[config.mk]
export PLATFORM = sky130hd
export DESIGN_NAME = gba_find
export DESIGN_NICKNAME = d
export VERILOG_FILES = /design/src/design/gba_find.sv
export SDC_FILE = /design/constraint.sdc
export NUM_CORES = 1
export LEC_CHECK = 0
export ABC_AREA = 1
export BUFFER_PORTS_ARGS = -buffer_cell sky130_fd_sc_hd__buf_2
export CAP_MARGIN = 20
export CORE_AREA = 3 3 47 49
export DETAILED_ROUTE_END_ITERATION = 8
export DIE_AREA = 0 0 50 52
export PLACE_DENSITY_LB_ADDON = 0.08
export SYNTH_ARGS = -nofsm -noshare
export SYNTH_HDL_FRONTEND = slang
export SYNTH_SLANG_ARGS = --single-unit
[constraint.sdc]
create_clock -name vclk -period 3.9
set_input_delay 0.195 -clock vclk [all_inputs]
set_output_delay 0.195 -clock vclk [all_outputs]
set_load 0.05 [all_outputs]
[src/design/gba_find.sv]
// First clear bit finder; the most significant bit is position zero.
module gba_find #(
    parameter int WORD_BITS = 64
) (
    input  logic [WORD_BITS-1:0]         i_word,
    output logic                         o_found,
    output logic [$clog2(WORD_BITS)-1:0] o_pos
);

    // Later iterations win, so the highest clear bit is reported
    always_comb begin
        o_found = 1'b0;
        o_pos   = '0;
        for (int k = 0; k < WORD_BITS; k++) begin
            if (!i_word[k]) begin
                o_found = 1'b1;
                o_pos   = $clog2(WORD_BITS)'(WORD_BITS - 1 - k);
            end
        end
    end

endmodule

### Word-level counts from Yosys, hierarchy flattened

Cells that the tools add are included.

* multiplexer cells: 128

Operators with widths (number)
* 6-bit 2-to-1 mux: 64
* 1-bit 2-to-1 mux: 64

* output and inout bits: 7
* word-level logic and storage cells: 128
* register bits after elaboration: 0
* input bits: 64

### Depth between registers and ports, before layout

Gate-level depths: netlist of run 1.

* depth in word-level cells: 64
* mapped depth: 61
* depth with buffers taken out: 61

### Worst setup path after synthesis of run 1

No wires, ideal clock.

* kind: in2out
* start: in i_word[0]
* end: out o_pos[0]
* path slack: 0.521 ns
* cell stages on the path: 61
* path buffers: 0
* arrival time: 3.184 ns
* data required time: 3.705 ns
* cell sequence: inv_1 nand2_1 nand2_1 nand2_1 nand2_1 nand2_1 nand2_1 nand2_1 nand2_1 nand2_1 nand2_1 nand2_1 nand2_1 nand2_1 nand2_1 nand2_1 nand2_1 nand2_1 (+25 left out) nand2_1 nand2_1 nand2_1 nand2_1 nand2_1 nand2_1 nand2_1 nand2_1 nand2_1 nand2_1 nand2_1 nand2_1 nand2_1 nand2_1 nand2_1 nand2_1 nand2_1 a21oi_2

* longest elaborated chain between the ends: 64

Ends and longest elaborated chain
* start, declared: line 5 `input logic [WORD_BITS-1:0] i_word,`
* 6-bit 2-to-1 mux (64 in a row): line 15 `if (!i_word[k]) begin`
* end, declared: line 7 `output logic [$clog2(WORD_BITS)-1:0] o_pos`

Every way passes these cells.

### Worst setup path after layout of run 1

Same ends and word-level chain as after synthesis.

==> impl_results.md, run 1 <==
- Status: finished clean
- Ys Warns: 0
- Yosys cell types: 14
- Layout cells sized above 1: 0.3093
- Slew Limit Headroom: 0.7764
- CP startpoint: i_word[0]
- Worst path buffer plus inverter count: 3
- Initial antenna violation count: 0
- Worst Tran Pin Value: 0.3323 ns
- Hold path startpoint: i_word[60]
- Fin worst setup slack: 0.3973 ns
- Vias: 1180
- Multi-input gate area: 664.4 µm²
- DR vias/cell: 4.487
- Worst hold path type: in -> out
- Initial Utilization: 0.3671
- GRT Overall Usage: 0.1395
- RSZ-0062 raised after global routing: yes
- Max incr delay on CP: 0.17 ns
- PD cells: 83.79 nW/µm²
- Leak Pwr: 0.6406 nW
- Slew Viols, Final: 0
- Final worst-path cycle share: 0.8981
- Final WL: 1.938 mm
- DRT iter0 DRCs: 10
- Die Height: 52 µm
- Site Rows: 16
- Hold path depth: 3
- Antenna viol nets, final: 0
- Clk pwr share: 0
- First-pass GRT wire length: 3.146 mm
- Drc violations: 0
- Synthesized area per cell: 4.231 µm²
- Seq Cell Count: 0
- Critical Path Fanout Max: 3
- Post-CTS Hold Buffers: 0
- Placed Area: 1087 µm²
- Crit end category: primary output
- Critical path class: in -> out
- Reg area: 0 µm²
- Worst EP arrival: 3.31 ns
- DR WL/cell: 7.369 µm
- Int Pwr: 43.15 µW
- Cell Area, Synth: 698.2 µm²
- Mapped Cells: 165
- Layout fillers: 221
- Worst path slowest cell: buf_6
- Die Width: 50 µm
- Fin area: 1096 µm²
- Hold Path End: o_pos[1]
- Sw Ratio: 0.5302
- Yosys top cell area share: 0.5215
- Final min period: 3.503 ns
- Seq/Total Area, Yosys: 0
- Critical Path RT: 3.70 ns
- Nets: 302
- Core Area: 1902 µm²
- Fin. Hold Viols: 0
- Hold WS: 0.7550 ns
- Synthesized net count: 229
- Vias in the first global route: 896
- Final setup vio count: 0
- First-pass DRT Iterations: 4
- Max_cap viols: 0
- IO Port Bufs: 71
- Most used cell, CP: nand2_1
- Die area: 2600 µm²
- Largest net degree at the start of global routing: 5
- Most frequent cell after synthesis: nand2_1
- Worst path top cell family by delay: simple AND/OR/NAND/NOR gates
- Gp weighted congestion: 0.7029
- Synth top cells by count: nand2_1 (97), nor2_1 (22), inv_1 (9), a31oi_1 (7), nand3_1 (7)
- Synth top area cells: nand2_1 (52%), nor2_1 (12%), a31oi_1 (6.3%)
- Placed cell count: 263
- Overall power: 91.84 µW
- Setup TNS: 0 ns
- Seq pwr share: 0
- Fmax: 285.5 MHz
- WP depth: 63
- Clkbuf count: 0
- Gr ovfl total: 0
- Final std cells w/o fill: 263
- VDD IR max: 0.04561 mV
- Final Util: 0.5763
- Hpwl dp: 1.822 mm
- Area added between synthesis and finish: 56.99%
- Psw: 48.69 µW
- Cell taking the most area after synthesis: nand2_1
- Critical Path Source Type: primary input
- Number of I/O pins: 71
- Comb power frac: 1.000
- DP Worst Slack: 0.2932 ns
- Ant diodes: 0
[cell usage in the layout (no fill, tap or decap)]
cell type  netlist  routed
o211ai_1         1       1
inv_1            9       8
a21oi_2          1       1
o21ai_0          6       6
nand4_1          6       6
buf_4            0       1
nand3_1          7       7
nor3_1           2       2
a21boi_0         1       1
a21oi_1          2       2
a31oi_1          7       7
nand2_1         97      97
buf_6            0       1
inv_2            0       1
buf_2            0      69
nor4_1           2       2
nor2_1          22      22
o21bai_1         2       2
[per-layer routing]
metal	GRT usage	wire length, µm	up-vias
met1	0.1769	855	464
met5	0	0	-
li1	-	-	683
met2	0.2739	937	33
met4	0	0	0
met3	0.002865	146	0
[area by class of cell]
class	instances	share of cell area
inverter	9	0.03082
multi-input combinational	156	0.6062
tap	27	0.03082
timing repair buffer	71	0.3322
[worst max-delay path by stage]
stage | end | slack, ns
3_3_place_gp | o_pos[0] | 0.31
3_5_place_dp | o_pos[0] | 0.29
6_report | o_pos[0] | 0.40
2_1_floorplan | o_pos[0] | 0.52
5_1_grt | o_pos[0] | -0.28
4_1_cts | o_pos[0] | 0.27
[timing repair]
item                       in CTS  in global routing
setup endpoints to repair       0                  1
gates resized for setup         0                  5
buffers inserted                0                  0
[power by group through the flow]
stage | clock, mW | combinational [mW] | sequential (mW)
2_1_floorplan | 0 | 0.0435 | 0
3_3_place_gp | 0 | 0.0908 | 0
3_5_place_dp | 0 | 0.0911 | 0
4_1_cts | 0 | 0.0915 | 0
5_1_grt | 0 | 0.106 | 0
6_report | 0 | 0.0918 | 0
[logic make-up (layout without fill, tap and decap cells)]
family / count (synthesis) / after routing / synth area share
AO/OA/AOI/OAI: 20 / 20 / 0.1756
buffers and inverters: 9 / 80 / 0.04838
AND/OR/NAND/NOR: 136 / 136 / 0.7760
Note: power is estimated with default switching activity, not from simulation.
==> run 2, diff against run 1 <==
==> constraint.sdc (replaced) <==
create_clock -name vclk -period 3.9
set_input_delay 0.78 -clock vclk [all_inputs]
set_output_delay 0.78 -clock vclk [all_outputs]
set_load 0.05 [all_outputs]
==> impl_results.md, run 2 (synthesis gave the netlist of run 1 again) <==
- Status: finished, violations left
- Failing checks: setup timing
- Layout fillers: 209
- Post-CTS Hold Buffers: 0
- GR peak layer: met2
- Final Util: 0.6711
- Worst path slowest cell: buf_6
- Core Area: 1902 µm²
- Drc violations: 0
- Antenna viol nets, final: 0
- VDD IR max: 0.05977 mV
- Initial Utilization: 0.3671
- Fin worst setup slack: -0.7966 ns
- DR vias/cell: 4.495
- DRT iter0 DRCs: 17
- Slew Viols, Final: 0
- Crit end category: primary output
- Vias: 1254
- Number of I/O pins: 71
- Max incr delay on CP: 0.17 ns
- Worst path top cell family by delay: simple AND/OR/NAND/NOR gates
- DR WL/cell: 7.556 µm
- Placed Area: 1214 µm²
- Hpwl dp: 1.868 mm
- GRT met2 Usage: 0.2978
- Worst Tran Pin Value: 0.3528 ns
- Largest net degree at the start of global routing: 5
- Worst path buffer plus inverter count: 3
- Most used cell, CP: nand2_1
- Final min period: 4.697 ns
- Slew Limit Headroom: 0.7627
- Max_cap viols: 0
- Die Height: 52 µm
- Area added between synthesis and finish: 82.80%
- Leak Pwr: 0.7351 nW
- Commonest non-fill, non-tap cell in the layout: nand2_1
- Worst EP arrival: 3.92 ns
- Layout cells sized above 1: 0.3810
- Nets: 318
- Initial antenna violation count: 0
- Critical Path RT: 3.12 ns
- Multi-input gate area: 700.7 µm²
- First-pass GRT wire length: 3.581 mm
- Fmax: 212.9 MHz
- Final worst-path cycle share: 1.204
- PD cells: 87.20 nW/µm²
- GR met3 Demand/Resource: 0.005731
- Clkbuf count: 0
- First-pass DRT Iterations: 4
- Fin. Hold Viols: 0
- Die area: 2600 µm²
- Critical Path Fanout Max: 2
- Final WL: 2.108 mm
- Global-route met1 utilization: 0.2143
- Vias in the first global route: 993
- GRT Overall Usage: 0.1600
- Critical Path Source Type: primary input
- Most frequent cells in the layout: nand2_1 (94), buf_2 (67), nor2_1 (22)
- Ant diodes: 0
- Site Rows: 16
- Gp weighted congestion: 0.7617
- IO Port Bufs: 71
- Seq Cell Count: 0
- Die Width: 50 µm
- Fin area: 1276 µm²
- RSZ-0062 raised after global routing: yes
- Worst hold path type: in -> out
- Reg area: 0 µm²
- Critical path class: in -> out
- Final setup vio count: 2
- Gr ovfl total: 0
-- run 2: changes by cell type in the layout (fill, tap and decap cells not counted), sizes merged --
cell,delta
buf,+16
-- run 2: final cells by class --
class	instances	share of cell area
repair buffers	87	0.3980
well taps	27	0.02647
inverters	9	0.02647
multi-input cells	156	0.5490
-- run 2: layer usage --
metal,wire length (µm),part of all wire,vias to the layer above
met2,1000,0.47,38
met1,942,0.45,497
met3,165,0.078,0
met4,0,0,0
li1,-,-,719
met5,0,0,-
-- run 2: stage by stage --
step | std cells | setup WS, ns | setup TNS [ns] | total power [mW] | hold WS [ns]
6_report | 279 | -0.7966 | -0.9560 | 0.1113 | 1.899
5_1_grt | 279 | -1.426 | -1.948 | 0.1268 | 1.919
4_1_cts | 279 | -0.8097 | -1.222 | 0.1096 | 1.888
3_5_place_dp | 278 | -0.9143 | -1.096 | 0.1041 | 1.940
3_3_place_gp | 278 | -0.8765 | -1.041 | 0.1032 | 1.942
2_1_floorplan | 165 | -0.5082 | -0.5082 | 0.04495 | 1.727
-- run 2: tightest hold or removal path, cell delays in order --
cell and delay (ns):
buf_2 0.10, a31oi_2 0.09, buf_6 0.14
-- run 2: repair_timing --
| action | 4_1_cts | 5_1_grt |
|---|---|---|
| cloned | 0 | 0 |
| resized for setup | 12 | 5 |
| pin swaps | 20 | 17 |
| buffers inserted | 1 | 0 |
| hold endpoints to repair | 0 | 0 |
| setup endpoints to repair | 2 | 2 |
-- run 2: final timing paths --
check,start,to,cells past startpoint
worst max-delay path,i_word[0],o_pos[0],63
worst min-delay path,i_word[60],o_pos[1],3
-- run 2: report_power, final --
part	switching, mW	internal, mW	leakage, nW
sequential	0	0	0
clock	0	0	0
combinational	0.0546	0.0567	0.735
==> run 3, diff against run 2 <==
Settings changed: TNS_END_PERCENT from default to 20.
==> impl_results.md, run 3 (synthesis gave the netlist of run 1 again) <==
- Fin worst setup slack: -0.8221 ns
- Clkbuf count: 0
- Worst EP arrival: 3.94 ns
- DRT iter0 DRCs: 9
- Worst hold path type: in -> out
- VDD IR max: 0.05118 mV
- Initial antenna violation count: 0
- Final Util: 0.6441
- Area added between synthesis and finish: 75.45%
- IO Port Bufs: 71
- Max_cap viols: 0
- Core Area: 1902 µm²
- DR WL/cell: 8.263 µm
- Crit end category: primary output
- Worst Tran Pin Value: 0.3452 ns
- Hpwl dp: 2.119 mm
- Final std cells w/o fill: 278
- Die Height: 52 µm
- Die area: 2600 µm²
- Antenna viol nets, final: 0
- Slew Viols, Final: 0
- Final worst-path cycle share: 1.211
- Die Width: 50 µm
- First-pass DRT Iterations: 4
- Commonest non-fill, non-tap cell in the layout: nand2_1
- Clk pwr share: 0
- Drc violations: 0
- Critical Path Fanout Max: 2
- Placed cell count: 278
- Layout cells sized above 1: 0.3546
- Worst path slowest cell: buf_6
- First-pass GRT wire length: 3.719 mm
- Int Pwr: 53.67 µW
- Status: finished, violations left
- Overall power: 107.3 µW
- Vias: 1292
- Final setup vio count: 2
- Most used cell, CP: nand2_1
- Fin. Hold Viols: 0
- Largest net degree at the start of global routing: 5
- Ant diodes: 0
- Seq Cell Count: 0
- Worst path top cell family by delay: simple AND/OR/NAND/NOR gates
- Critical Path RT: 3.12 ns
- Final min period: 4.722 ns
- RSZ-0062 raised after global routing: yes
- Setup TNS: -0.8712 ns
- Slew Limit Headroom: 0.7674
- DR vias/cell: 4.647
- Setup bufs post-CTS: 0
- Leak Pwr: 0.7158 nW
- Vias in the first global route: 1059
- Psw: 53.66 µW
- Sw Ratio: 0.4999
- Critical path class: in -> out
- PD cells: 87.63 nW/µm²
- Fmax: 211.8 MHz
- Max incr delay on CP: 0.17 ns
- Initial Utilization: 0.3671
- Final WL: 2.297 mm
- Seq pwr share: 0
- Most frequent cells in the layout: nand2_1 (96), buf_2 (68), nor2_1 (22)
- Worst path buffer plus inverter count: 3
- Post-CTS Hold Buffers: 0
- Critical Path Source Type: primary input
- Site Rows: 16
- Reg area: 0 µm²
- GRT Overall Usage: 0.1685
- Comb power frac: 1.000
- Number of I/O pins: 71
- Nets: 317
- Failing checks: setup timing
- Placed Area: 1207 µm²
- Gp weighted congestion: 0.7403
- Fin area: 1225 µm²
- Gr ovfl total: 0
[run 3: final cells by class]
| cell class | count | area, µm² |
|---|---|---|
| fill | 217 | 676.9 |
| timing repair buffer | 86 | 483.0 |
| tap | 27 | 33.78 |
| inverter | 9 | 33.78 |
| multi-input combinational | 156 | 674.4 |
[run 3: timing repair]
action / in CTS / in global routing
resized for setup: 6 / 1
endpoints found under the setup margin: 2 / 2
gates cloned: 0 / 0
[run 3: worst paths after layout]
| kind | startpoint | to | slack, ns | cells after the start |
|---|---|---|---|---|
| max | i_word[0] | o_pos[0] | -0.82 | 63 |
| min | i_word[61] | o_pos[1] | 1.92 | 3 |
[run 3: stage by stage]
| step | setup WS, ns | hold WS (ns) |
|---|---|---|
| after floorplan | -0.5082 | 1.764 |
| after detailed placement | -0.9674 | 1.932 |
| final | -0.8221 | 1.918 |
| after global placement | -0.8432 | 1.919 |
| after CTS | -0.8634 | 1.915 |
| after global routing | -1.437 | 1.942 |
[run 3: power by group through the flow]
stage | Combinational (mW) | Sequential [mW] | Clock (mW)
final | 0.107 | 0 | 0
after global routing | 0.122 | 0 | 0
after CTS | 0.108 | 0 | 0
after detailed placement | 0.105 | 0 | 0
after global placement | 0.101 | 0 | 0
after floorplan | 0.0445 | 0 | 0
[run 3: per-layer routing]
metal / global-route usage / wire (µm) / vias up / part of all wire
li1: - / - / 717 / -
met1: 0.1939 / 933 / 540 / 0.41
met2: 0.3522 / 1221 / 35 / 0.53
met3: 0.002865 / 141 / 0 / 0.061
met4: 0.009217 / 0 / 0 / 0
met5: 0 / 0 / - / 0
